### src/rtl/core/ies_pkg.sv
// Package for the image error statistics block: widths, config register
// indexes and the control/status structs between controller and datapath.
// No dependencies.
`timescale 1ns / 1ps
package ies_pkg;
    localparam int PIXEL_COUNT_LOG2 = 20;
    localparam int CNT_W  = PIXEL_COUNT_LOG2 + 1;
    localparam int SSE_W  = 36;
    localparam int MSE_W  = 24;
    localparam int RMSE_W = 12;
    // total*256 fits in 38+8 bits
    localparam int NUM_W  = 46;
    localparam int DEN_W  = CNT_W + 2;
    localparam int DIV_STEPS = NUM_W;
    localparam int SQRT_STEPS = MSE_W / 2;
    localparam logic [MSE_W-1:0] LIMIT_RESET = 24'd16646400;

    localparam logic [1:0] REG_RMSE_EN    = 2'd0;
    localparam logic [1:0] REG_RMSE_LIMIT = 2'd1;
    localparam logic [1:0] REG_PSNR_EN    = 2'd2;
    localparam logic [1:0] REG_PSNR_LIMIT = 2'd3;

    typedef struct packed {
        logic accum;     // add accepted pixel into statistics
        logic start;     // latch totals, begin divide
        logic div_step;
        logic sqrt_init;
        logic sqrt_step;
        logic finish;    // load output register, clear stats
    } t_cmd;

    typedef struct packed {
        logic div_done;
        logic sqrt_done;
    } t_status;
endpackage

### src/rtl/core/ies_datapath.sv
// Datapath: accumulators, restoring divider, digit-by-digit square root,
// gate compare and output register. Depends on ies_pkg.
`timescale 1ns / 1ps
module ies_datapath (
    input  logic                 i_clk,
    input  logic                 i_rst_n,
    input  ies_pkg::t_cmd        i_cmd,
    output ies_pkg::t_status     o_status,
    input  logic [7:0]           i_rf, i_gf, i_bf, i_rs, i_gs, i_bs,
    input  logic                 i_rmse_en,
    input  logic [23:0]          i_rmse_lim,
    input  logic                 i_psnr_en,
    input  logic [23:0]          i_psnr_lim,
    output logic [35:0]          o_sse_red, o_sse_green, o_sse_blue,
    output logic [23:0]          o_mse,
    output logic [11:0]          o_rmse,
    output logic [7:0]           o_max,
    output logic [20:0]          o_diff_cnt,
    output logic [20:0]          o_pix_cnt,
    output logic                 o_fail
);
    import ies_pkg::*;

    logic [SSE_W-1:0] r_sse [3];
    logic [7:0]       r_max;
    logic [CNT_W-1:0] r_dcnt, r_pcnt;

    logic [7:0]  w_ad [3];
    logic [15:0] w_sq [3];
    logic [7:0]  w_a [3];
    logic [7:0]  w_b [3];
    assign w_a[0] = i_rf; assign w_a[1] = i_gf; assign w_a[2] = i_bf;
    assign w_b[0] = i_rs; assign w_b[1] = i_gs; assign w_b[2] = i_bs;

    logic [7:0] w_m01, w_max;
    logic       w_below;
    always_comb begin
        for (int c = 0; c < 3; c++) begin
            w_ad[c] = (w_a[c] >= w_b[c]) ? w_a[c] - w_b[c] : w_b[c] - w_a[c];
            w_sq[c] = {8'd0, w_ad[c]} * {8'd0, w_ad[c]};
        end
        w_m01 = (w_ad[0] > w_ad[1]) ? w_ad[0] : w_ad[1];
        w_max = (w_m01 > w_ad[2]) ? w_m01 : w_ad[2];
        if (r_max > w_max) w_max = r_max;
        w_below = ~r_pcnt[CNT_W-1];
    end

    // divider: restoring, one quotient bit per cycle
    logic [NUM_W-1:0] r_num;
    logic [DEN_W-1:0] r_den;
    logic [DEN_W:0]   r_rem;
    logic [5:0]       r_dcount;
    logic [DEN_W:0]   w_trial;
    logic [DEN_W+1:0] w_sub;
    always_comb begin
        w_trial = {r_rem[DEN_W-1:0], r_num[NUM_W-1]};
        w_sub   = {1'b0, w_trial} - {2'b00, r_den};
    end

    // square root on the quotient
    logic [MSE_W-1:0]  r_sq_v;
    logic [RMSE_W-1:0] r_root;
    logic [RMSE_W+1:0] r_srem;
    logic [3:0]        r_scount;
    logic [RMSE_W+1:0] w_st;
    logic [RMSE_W+2:0] w_ss;
    always_comb begin
        w_st = {r_srem[RMSE_W-1:0], r_sq_v[MSE_W-1 -: 2]};
        w_ss = {1'b0, w_st} - {1'b0, r_root, 2'b01};
    end

    logic [SSE_W+1:0] w_total;
    assign w_total = {2'b00, r_sse[0]} + {2'b00, r_sse[1]} + {2'b00, r_sse[2]};

    always_ff @(posedge i_clk) begin
        if (!i_rst_n) begin
            for (int c = 0; c < 3; c++) r_sse[c] <= '0;
            r_max <= '0; r_dcnt <= '0; r_pcnt <= '0;
            r_dcount <= '0; r_scount <= '0;
        end else begin
            if (i_cmd.accum && w_below) begin
                for (int c = 0; c < 3; c++)
                    r_sse[c] <= r_sse[c] + SSE_W'(w_sq[c]);
                r_max  <= w_max;
                r_pcnt <= r_pcnt + 1'b1;
                if (w_ad[0] != 0 || w_ad[1] != 0 || w_ad[2] != 0)
                    r_dcnt <= r_dcnt + 1'b1;
            end
            if (i_cmd.start) begin
                r_num    <= {w_total, 8'd0};
                r_den    <= {1'b0, r_pcnt, 1'b0} + {2'b00, r_pcnt};
                r_rem    <= '0;
                r_dcount <= 6'(DIV_STEPS);
            end
            if (i_cmd.div_step) begin
                if (!w_sub[DEN_W+1]) begin
                    r_rem <= w_sub[DEN_W:0];
                    r_num <= {r_num[NUM_W-2:0], 1'b1};
                end else begin
                    r_rem <= w_trial;
                    r_num <= {r_num[NUM_W-2:0], 1'b0};
                end
                r_dcount <= r_dcount - 1'b1;
            end
            if (i_cmd.sqrt_init) begin
                r_sq_v   <= r_num[MSE_W-1:0];
                r_root   <= '0;
                r_srem   <= '0;
                r_scount <= 4'(SQRT_STEPS);
            end
            if (i_cmd.sqrt_step) begin
                r_sq_v <= {r_sq_v[MSE_W-3:0], 2'b00};
                if (!w_ss[RMSE_W+2]) begin
                    r_srem <= w_ss[RMSE_W+1:0];
                    r_root <= {r_root[RMSE_W-2:0], 1'b1};
                end else begin
                    r_srem <= w_st;
                    r_root <= {r_root[RMSE_W-2:0], 1'b0};
                end
                r_scount <= r_scount - 1'b1;
            end
            if (i_cmd.finish) begin
                for (int c = 0; c < 3; c++) r_sse[c] <= '0;
                r_max <= '0; r_dcnt <= '0; r_pcnt <= '0;
            end
        end
    end

    // quotient held in r_num low bits after the divide
    always_ff @(posedge i_clk) begin
        if (i_cmd.finish) begin
            o_sse_red   <= r_sse[0];
            o_sse_green <= r_sse[1];
            o_sse_blue  <= r_sse[2];
            o_mse       <= r_num[MSE_W-1:0];
            o_rmse      <= r_root;
            o_max       <= r_max;
            o_diff_cnt  <= r_dcnt;
            o_pix_cnt   <= r_pcnt;
            o_fail      <= (i_rmse_en && r_num[MSE_W-1:0] > i_rmse_lim)
                        || (i_psnr_en && r_num[MSE_W-1:0] > i_psnr_lim);
        end
    end

    assign o_status.div_done  = (r_dcount == 6'd1);
    assign o_status.sqrt_done = (r_scount == 4'd1);

    a_cnt_bound: assert property (@(posedge i_clk) disable iff (!i_rst_n)
        r_dcnt <= r_pcnt) else $error("differing count above pixel count");
    a_pcnt_sat: assert property (@(posedge i_clk) disable iff (!i_rst_n)
        r_pcnt <= (CNT_W'(1) << PIXEL_COUNT_LOG2)) else $error("pixel count past bound");
    a_div_ok: assert property (@(posedge i_clk) disable iff (!i_rst_n)
        i_cmd.div_step |-> r_dcount != 0) else $error("divide step with no count");
endmodule

### src/rtl/core/ies_ctrl.sv
// Controller: handshakes, sequence of accumulate, divide, root and output.
// Depends on ies_pkg.
`timescale 1ns / 1ps
module ies_ctrl (
    input  logic             i_clk,
    input  logic             i_rst_n,
    input  logic             i_valid,
    input  logic             i_last,
    output logic             o_stall,
    output logic             o_valid,
    input  logic             i_stall,
    output ies_pkg::t_cmd    o_cmd,
    input  ies_pkg::t_status i_status
);
    import ies_pkg::*;

    typedef enum logic [2:0] {S_ACC, S_START, S_DIV, S_SQI, S_SQRT, S_FIN} t_state;
    t_state r_state;
    logic   r_ovalid;

    logic w_acc, w_out_take;
    assign w_out_take = r_ovalid && !i_stall;
    assign o_stall = (r_state != S_ACC);
    assign w_acc   = i_valid && !o_stall;
    assign o_valid = r_ovalid;

    always_comb begin
        o_cmd = '0;
        o_cmd.accum     = w_acc;
        o_cmd.start     = (r_state == S_START);
        o_cmd.div_step  = (r_state == S_DIV);
        o_cmd.sqrt_init = (r_state == S_SQI);
        o_cmd.sqrt_step = (r_state == S_SQRT);
        o_cmd.finish    = (r_state == S_FIN) && (!r_ovalid || w_out_take);
    end

    always_ff @(posedge i_clk) begin
        if (!i_rst_n) begin
            r_state  <= S_ACC;
            r_ovalid <= 1'b0;
        end else begin
            if (w_out_take) r_ovalid <= 1'b0;
            case (r_state)
                S_ACC:   if (w_acc && i_last) r_state <= S_START;
                S_START: r_state <= S_DIV;
                S_DIV:   if (i_status.div_done) r_state <= S_SQI;
                S_SQI:   r_state <= S_SQRT;
                S_SQRT:  if (i_status.sqrt_done) r_state <= S_FIN;
                S_FIN:   if (o_cmd.finish) begin
                    r_ovalid <= 1'b1;
                    r_state  <= S_ACC;
                end
                default: r_state <= S_ACC;
            endcase
        end
    end

    a_busy_stall: assert property (@(posedge i_clk) disable iff (!i_rst_n)
        (r_state == S_DIV) |-> o_stall) else $error("input open during divide");
    a_fin_valid: assert property (@(posedge i_clk) disable iff (!i_rst_n)
        o_cmd.finish |=> r_ovalid) else $error("result not shown after finish");
    a_last_start: assert property (@(posedge i_clk) disable iff (!i_rst_n)
        (w_acc && i_last) |=> (r_state == S_START)) else $error("last item missed");
endmodule

### src/rtl/core/image_error_statistics_top.sv
// Image error statistics: one pixel pair per cycle is accumulated while the
// input is open. After the item marked last, the input stalls through start,
// the restoring divide, root init, the square root and output load, longer
// while the previous result still waits in the output register; then one
// result appears on the output register. Depends on ies_pkg.
`timescale 1ns / 1ps
module image_error_statistics_top (
    input  logic        i_clk,
    input  logic        i_rst_n,
    input  logic        i_valid,
    output logic        o_stall,
    input  logic [7:0]  i_red_first, i_green_first, i_blue_first,
    input  logic [7:0]  i_red_second, i_green_second, i_blue_second,
    input  logic        i_last_pixel,
    output logic        o_valid,
    input  logic        i_stall,
    output logic [35:0] o_sse_red, o_sse_green, o_sse_blue,
    output logic [23:0] o_mse_overall_q8,
    output logic [11:0] o_rmse_overall_q4,
    output logic [7:0]  o_max_abs_diff,
    output logic [20:0] o_differing_pixels,
    output logic [20:0] o_pixels_seen,
    output logic        o_gate_failed,
    input  logic        i_cfg_valid,
    output logic        o_cfg_ready,
    input  logic [1:0]  i_cfg_index,
    input  logic [23:0] i_cfg_data
);
    import ies_pkg::*;

    t_cmd    w_cmd;
    t_status w_status;
    logic        r_rmse_en, r_psnr_en;
    logic [23:0] r_rmse_lim, r_psnr_lim;

    assign o_cfg_ready = 1'b1;
    always_ff @(posedge i_clk) begin
        if (!i_rst_n) begin
            r_rmse_en <= 1'b0; r_psnr_en <= 1'b0;
            r_rmse_lim <= LIMIT_RESET; r_psnr_lim <= LIMIT_RESET;
        end else if (i_cfg_valid) begin
            case (i_cfg_index)
                REG_RMSE_EN:    r_rmse_en  <= i_cfg_data[0];
                REG_RMSE_LIMIT: r_rmse_lim <= i_cfg_data;
                REG_PSNR_EN:    r_psnr_en  <= i_cfg_data[0];
                REG_PSNR_LIMIT: r_psnr_lim <= i_cfg_data;
                default: ;
            endcase
        end
    end

    ies_ctrl u_ctrl (
        .i_clk, .i_rst_n, .i_valid, .i_last(i_last_pixel), .o_stall,
        .o_valid, .i_stall, .o_cmd(w_cmd), .i_status(w_status)
    );

    ies_datapath u_dp (
        .i_clk, .i_rst_n, .i_cmd(w_cmd), .o_status(w_status),
        .i_rf(i_red_first), .i_gf(i_green_first), .i_bf(i_blue_first),
        .i_rs(i_red_second), .i_gs(i_green_second), .i_bs(i_blue_second),
        .i_rmse_en(r_rmse_en), .i_rmse_lim(r_rmse_lim),
        .i_psnr_en(r_psnr_en), .i_psnr_lim(r_psnr_lim),
        .o_sse_red, .o_sse_green, .o_sse_blue,
        .o_mse(o_mse_overall_q8), .o_rmse(o_rmse_overall_q4), .o_max(o_max_abs_diff),
        .o_diff_cnt(o_differing_pixels), .o_pix_cnt(o_pixels_seen), .o_fail(o_gate_failed)
    );
endmodule

### config.mk
export PLATFORM = sky130hd
export DESIGN_NAME = image_error_statistics_top
export DESIGN_NICKNAME = d
export VERILOG_FILES = /design/src/rtl/core/ies_pkg.sv /design/src/rtl/core/ies_datapath.sv /design/src/rtl/core/ies_ctrl.sv /design/src/rtl/core/image_error_statistics_top.sv
export SDC_FILE = /design/constraint.sdc
export NUM_CORES = 2
export LEC_CHECK = 0
export ABC_AREA = 1
export BUFFER_PORTS_ARGS = -buffer_cell sky130_fd_sc_hd__buf_2
export CORE_ASPECT_RATIO = 1.2
export CORE_MARGIN = 1.5
export CORE_UTILIZATION = 55
export CTS_CLUSTER_DIAMETER = 200
export CTS_CLUSTER_SIZE = 40
export DETAILED_ROUTE_END_ITERATION = 7
export HOLD_SLACK_MARGIN = 0.15
export PLACE_DENSITY = 0.85
export SYNTH_ARGS = -nofsm -noshare
export SYNTH_HDL_FRONTEND = slang
export SYNTH_SLANG_ARGS = --single-unit
### constraint.sdc
create_clock -name i_clk -period 14.5 [get_ports i_clk]
set_input_delay 0.725 -clock i_clk [delete_from_list [all_inputs] [get_ports i_clk]]
set_output_delay 0.725 -clock i_clk [all_outputs]
set_load 0.02 [all_outputs]
# Yosys cells after proc, flatten, opt, wreduce, memory -nomap -nowiden

Memory sizes are Yosys's and may differ from the RTL's.
Index checks and enable logic that the tools add are counted.

Flip-flop bits (word level): 449
Memory bits (writable): 108
Input port bits: 80
Output and inout port bits: 198
Word-level logic and storage cells: 157
Memories kept: 1

Memory list:

| name       | words | width | read ports | clocked after memory_dff | write ports | RTL line           | text |
|---|---|---|---|---|---|---|---|
| u_dp.r_sse | 3     | 36    | 3          | 0                        | 3           | ies_datapath.sv:24 | `logic [SSE_W-1:0] r_sse [3];` |

Add/subtract/negate cells: 18
Multiply operators: 3
Magnitude comparators: 8
Equal/unequal tests: 14
Muxes and demuxes: 44
Bitwise operators: 9
Reductions and logical operators: 33

Operator list:

| operator              | number |
|---|---|
| $mux 36               | 6 |
| $add 36x16->36        | 3 |
| $mux 46               | 2 |
| $mux 23               | 3 |
| $mux 12               | 5 |
| $gt 24x24->1          | 2 |
| $mul 8x8->16          | 3 |
| $mux 24               | 2 |
| $sub 8x8->8           | 6 |
| $add 21x1->21 const B | 2 |
| $mux 8                | 5 |
| $add 38x36->38        | 1 |
| $add 36x36->37        | 1 |
| $sub 24x23->25        | 1 |
| $ge 8x8->1            | 3 |
| $gt 8x8->1            | 3 |
| $reduce_bool 8->1     | 3 |
| $add 22x21->23        | 1 |
| $pmux 3 s6            | 1 |
| $reduce_and 2->1      | 9 |
| $sub 14x14->15        | 1 |
| $mux 1                | 12 |
| $mux 3                | 4 |
| $mux 6                | 2 |
| other kinds (23)      | 48 |

# Logic depth before layout (Yosys ltp)

Depth after elaboration: 9
Mapped depth: 43
Depth with buffers taken out: 42

# Modules after synthesis

A second synthesis with hierarchy kept.

Cell total of the unflattened synthesis: 4583
Area, all modules: 38090.3 um2

Modules (own cells, without submodules):

| module                     | times used | cells an instance | area each (um2) |
|---|---|---|---|
| ies_datapath               | 1          | 4249              | 35876.9 |
| image_error_statistics_top | 1          | 293               | 1964.4 |
| ies_ctrl                   | 1          | 41                | 249.0 |

# Least setup slack after synthesis

No wires, ideal clock.

Path type: input-to-reg
From: in i_stall
To: mem u_dp.r_sse[0][0] (enable)
Library setup time: 471 ps
Arrival time: 14735 ps
Required time: 14029 ps
Path slack: -706 ps
Stages on the path: 3
Cell sequence: a21oi_1 nor2_1 nand2_1

RTL lines:

| element         | RTL line                         | text |
|---|---|---|
| start, declared | image_error_statistics_top.sv:16 | `input logic i_stall,` |
| end, declared   | ies_datapath.sv:24               |  |

# Worst setup path in the final report

From: in i_green_first[0]
To: reg u_dp.r_max[2]

Cells in the longest elaborated chain, start to end: 9

Ends and longest elaborated chain:

| element                                          | RTL line                         | text |
|---|---|---|
| start, declared                                  | image_error_statistics_top.sv:12 | `input logic [7:0] i_red_first, i_green_first, i_blue_first,` |
| $sub 8x8->8 / $ge 8x8->1 (equally long branches) | ies_datapath.sv:39               | `w_ad[c] = (w_a[c] >= w_b[c]) ? w_a[c] - w_b[c] : w_b[c] - w_a[c];` |
| $mux 8 *                                         | ies_datapath.sv:39               |  |
| $gt 8x8->1                                       | ies_datapath.sv:42               | `w_m01 = (w_ad[0] > w_ad[1]) ? w_ad[0] : w_ad[1];` |
| $mux 8 *                                         | ies_datapath.sv:42               |  |
| $gt 8x8->1                                       | ies_datapath.sv:43               | `w_max = (w_m01 > w_ad[2]) ? w_m01 : w_ad[2];` |
| $mux 8 *                                         | ies_datapath.sv:43               |  |
| $gt 8x8->1                                       | ies_datapath.sv:44               | `if (r_max > w_max) w_max = r_max;` |
| $not 1->1 (no line)                              | -                                |  |
| $reduce_and 2->1 (no line)                       | -                                |  |
| end signal, assigned                             | ies_datapath.sv:84               | `r_max <= w_max;` |
| end, declared                                    | ies_datapath.sv:25               | `logic [7:0] r_max;` |

Mark *: on every way between the ends. The rest lies on a longest branch, timed or not.
A chain may end at the register's enable or synchronous reset.

==> flow_metrics.env <==
export IMPL_outcome="completed"
export IMPL_cts_htree_levels=1
export IMPL_place_gp_congestion=0.9435
export IMPL_grt_antenna_before_repair=3
export IMPL_ir_worst_vdd_mv=0.2721
export IMPL_post_layout_nonfiller_instances=5566
export IMPL_drtAntennaViolNets=0
export IMPL_fin_worst_hold_slack_ns=0.3716
export IMPL_timing_hold_worst_class="input port to register"
export IMPL_finClkSkew_ns=0.03795
export IMPL_floorplan_initialDensity_pct=55.44
export IMPL_postSynth_asyncResetShare_pct=0
export IMPL_dr_pass1_iters=5
export IMPL_arrival_ns=7.83
export IMPL_post_synth_top_area_cell="sky130_fd_sc_hd__edfxtp_1"
export IMPL_post_synth_main_area_contributors="sky130_fd_sc_hd__edfxtp_1 34%, sky130_fd_sc_hd__ha_1 12%, sky130_fd_sc_hd__nand2_1 7.1%"
export IMPL_crit_path_top_delay_cell="sky130_fd_sc_hd__a21oi_1"
export IMPL_finalMaxSlewViolations=0
export IMPL_tightestPinTransition_ns=1.244
export IMPL_placement_setup_worst_slack_ns=6.710
export IMPL_worstSkewPairLatency_ns=0.61
export IMPL_timing_hold_worst_start="i_cfg_data[20]"
export IMPL_io_buffers=276
export IMPL_critical_path_max_fanout=16
export IMPL_rsz0062_at_grt="false"
export IMPL_cts_hold_buf=0
export IMPL_post_cts_repair_setup_buffers=0
export IMPL_drt_wirelength_per_cell_um=17.33
export IMPL_hpwl_um=75320
export IMPL_cts_made_buffers=17
export IMPL_crit_path_end_kind="register"
export IMPL_minimum_period_implied_by_the_final_worst_setup_slack_ns=7.329
export IMPL_synth_sequential_area_ratio_pct=40.37
export IMPL_synth_seq_cells=557
export IMPL_finish_net_count=5218
export IMPL_crit_path_start="i_green_first[0]"
export IMPL_crit_path_setup_slack_layout_ns=7.171
export IMPL_vertical_extent_of_the_die_um=293.2
export IMPL_synthesis_area_um2=38600
export IMPL_total_leakage_power_uw=0.01882
export IMPL_path_clk_slew_ns=0.14
export IMPL_final_count_of_hold_timing_violations=0
export IMPL_total_detailed_routing_wirelength_um=96480
export IMPL_grt_total_usage_pct=26.55
export IMPL_first_global_vias=31012
export IMPL_detail_routed_via_count_per_cell=5.600
export IMPL_die_area_um2=71790
export IMPL_timing_limited_maximum_frequency_mhz=136.4
export IMPL_post_route_cells_drive_above_1_share_pct=8.197
export IMPL_post_cts_resized=0
export IMPL_grt_first_pass_wirelength_um=153400
export IMPL_critical_path_top_cell_by_count="sky130_fd_sc_hd__nand2_1"
export IMPL_antenna_cells_inserted=0
export IMPL_post_place_cells=5536
export IMPL_synth_ff_type="sky130_fd_sc_hd__edfxtp_1"
export IMPL_setup_worst_path_class="input port to register"
export IMPL_synth_enable_flop_cells=443
export IMPL_clock_tree_buffer_depth=3
export IMPL_synth_most_common_cell="sky130_fd_sc_hd__nand2_1"
export IMPL_min_delay_worst_endpoint="r_psnr_lim[20]"
export IMPL_dieWidth_um=244.8
export IMPL_timing_final_setup_violations=0
export IMPL_net_count_after_synthesis=4986
export IMPL_timing_max_slew_rel_slack_pct=17.07
export IMPL_max_cap_viol_count=0
export IMPL_min_path_cells=3
export IMPL_worst_setup_sp_type="input port"
export IMPL_syn2layout_area_growth_pct=7.332
export IMPL_synth_commonest_cells="733 x sky130_fd_sc_hd__nand2_1, 717 x sky130_fd_sc_hd__inv_1, 443 x sky130_fd_sc_hd__edfxtp_1"
export IMPL_num_rows=106
export IMPL_total_power_uw=9958
export IMPL_yosysWarnings=0
export IMPL_worstPathRequired_ns=15.00
export IMPL_synth_top_cell_area_share_pct=34.46
export IMPL_max_stage_delay_ns=0.95
export IMPL_r2r_cells=19
export IMPL_grt_overflow_total=0
export IMPL_syn_instance_count=4405
export IMPL_final_fill_count=5992
export IMPL_core_area_um2=69630
export IMPL_post_route_drc_count=0
export IMPL_pin_count_of_the_biggest_net_entering_global_routing=85
export IMPL_clock_tree_from_tritoncts="built"
export IMPL_io_pins=278
export IMPL_crit_reg2reg_launch="u_dp.r_sse[0][78]"
export IMPL_fin_setup_tns_ns=0
export IMPL_total_number_of_vias=31168
export IMPL_cts_sinks=557
export IMPL_rrSetupSlack_ns=9.20
export IMPL_cts_root_buffer="sky130_fd_sc_hd__clkbuf_16"
export IMPL_tcrit_tclk_final_pct=50.55
export IMPL_power_per_cell_area_nw_per_um2=240.3
export IMPL_synth_distinct_cells=67
export IMPL_regToRegEndpoint="u_dp.r_sse[0][104]"
export IMPL_synth_avg_cell_area_um2=8.764
export IMPL_dr_first_iter_drc_count=2166
==> logic make-up after synthesis <==
logic type,after synthesis,synth area share [%]
AO/OA/AOI/OAI,883,12.47
buffers and inverters,809,8.035
flip-flops,557,40.37
multiplexers,1,0.02593
adder cells (fa/ha/maj),501,18.71
other,1,0.009714
AND/OR/NAND/NOR,1465,16.12
XOR/XNOR,188,4.265
==> registers in the layout (all words and copies together) (netlist names), 23 cells and up <==
name,count
r_rmse_lim,24
u_dp.o_sse_blue,36
r_psnr_lim,24
u_dp.o_mse,24
u_dp.r_rem,23
u_dp.r_num,46
u_dp.r_den,23
u_dp.r_sse,108
u_dp.r_sq_v,24
u_dp.o_sse_red,36
u_dp.o_sse_green,36
==> worst max-delay path by stage <==
stage,end,cells past startpoint
2_1_floorplan,u_dp.r_sse[0][0],3
3_3_place_gp,u_dp.r_max[1],36
3_5_place_dp,u_dp.r_max[5],36
4_1_cts,u_dp.r_max[5],36
5_1_grt,u_dp.r_max[6],36
6_report,u_dp.r_max[2],36
==> critical path, delay by kind of cell <==
family,cells,cell delay (ns)
simple gates,16,1.99
compound gates,8,2.43
buf+inv,8,1.17
fa+ha+maj,4,1.50
==> per-layer routing <==
layer | vias up | track usage [%] | wire length (um)
met5 | - | 0 | 17
met4 | 4 | 10.81 | 3997
met3 | 225 | 2.046 | 5537
met2 | 1011 | 49.28 | 49510
met1 | 14764 | 31.54 | 37410
li1 | 15164 | - | -
==> cells in the final DEF, fill, tap and decap left out, types with 4 or more instances in the layout <==
cell                        Yosys  final
sky130_fd_sc_hd__a211oi_1       6      6
sky130_fd_sc_hd__a21boi_0       7      7
sky130_fd_sc_hd__a21o_1        13     13
sky130_fd_sc_hd__a21oi_1      436    434
sky130_fd_sc_hd__a31oi_1       46     46
sky130_fd_sc_hd__and2_1        14     14
sky130_fd_sc_hd__buf_2          5    276
sky130_fd_sc_hd__buf_4          8     17
sky130_fd_sc_hd__clkbuf_1      56     11
sky130_fd_sc_hd__clkbuf_16      0     17
sky130_fd_sc_hd__clkinv_1       4      4
sky130_fd_sc_hd__dfxtp_1      114    114
sky130_fd_sc_hd__edfxtp_1     443    443
sky130_fd_sc_hd__fa_1         127    127
sky130_fd_sc_hd__ha_1         374    374
sky130_fd_sc_hd__inv_1        717    717
sky130_fd_sc_hd__inv_2          6      6
sky130_fd_sc_hd__nand2_1      733    732
sky130_fd_sc_hd__nand2_2       20     20
sky130_fd_sc_hd__nand2_4        4      5
sky130_fd_sc_hd__nand3_1      163    163
sky130_fd_sc_hd__nand3b_1       7      7
sky130_fd_sc_hd__nand4_1       42     42
sky130_fd_sc_hd__nor2_1       371    368
sky130_fd_sc_hd__nor3_1        50     49
sky130_fd_sc_hd__nor3b_1        6      6
sky130_fd_sc_hd__nor4_1        20     20
sky130_fd_sc_hd__o211ai_1      23     23
sky130_fd_sc_hd__o21a_1        23     23
sky130_fd_sc_hd__o21ai_0      265    265
sky130_fd_sc_hd__o21ai_1       16     16
sky130_fd_sc_hd__o21bai_1      13     13
sky130_fd_sc_hd__o221ai_1       8      8
sky130_fd_sc_hd__o31ai_1        8      8
sky130_fd_sc_hd__or2_2         15     15
sky130_fd_sc_hd__xnor2_1       62     62
sky130_fd_sc_hd__xor2_1       126    126
==> where the power goes <==
part           total (uW)  switching [uW]  internal [uW]
clock network         706             478            228
registers            2580             336           2240
logic                6670            4250           2420
total                9960            5070           4890
==> area by class of cell <==
class                           count  area [um2]  area share (%)
Tap cell                          918        1149           2.772
Clock inverter                      2       13.76         0.03322
Multi-Input combinational cell   3039       19970           48.20
Timing Repair Buffer              293        1509           3.642
Clock buffer                       28       466.7           1.126
Sequential cell                   557       15580           37.61
Inverter                          729        2741           6.616
==> metrics by stage <==
stage | instance area [um2] | utilization (%)
2_1_floorplan | 38610 | -
3_3_place_gp | 40950 | 58.82
3_5_place_dp | 40950 | 58.82
4_1_cts | 41430 | 59.51
5_1_grt | 41430 | 59.51
6_report | 41430 | 59.51
Power figures use the tool's default switching activity.
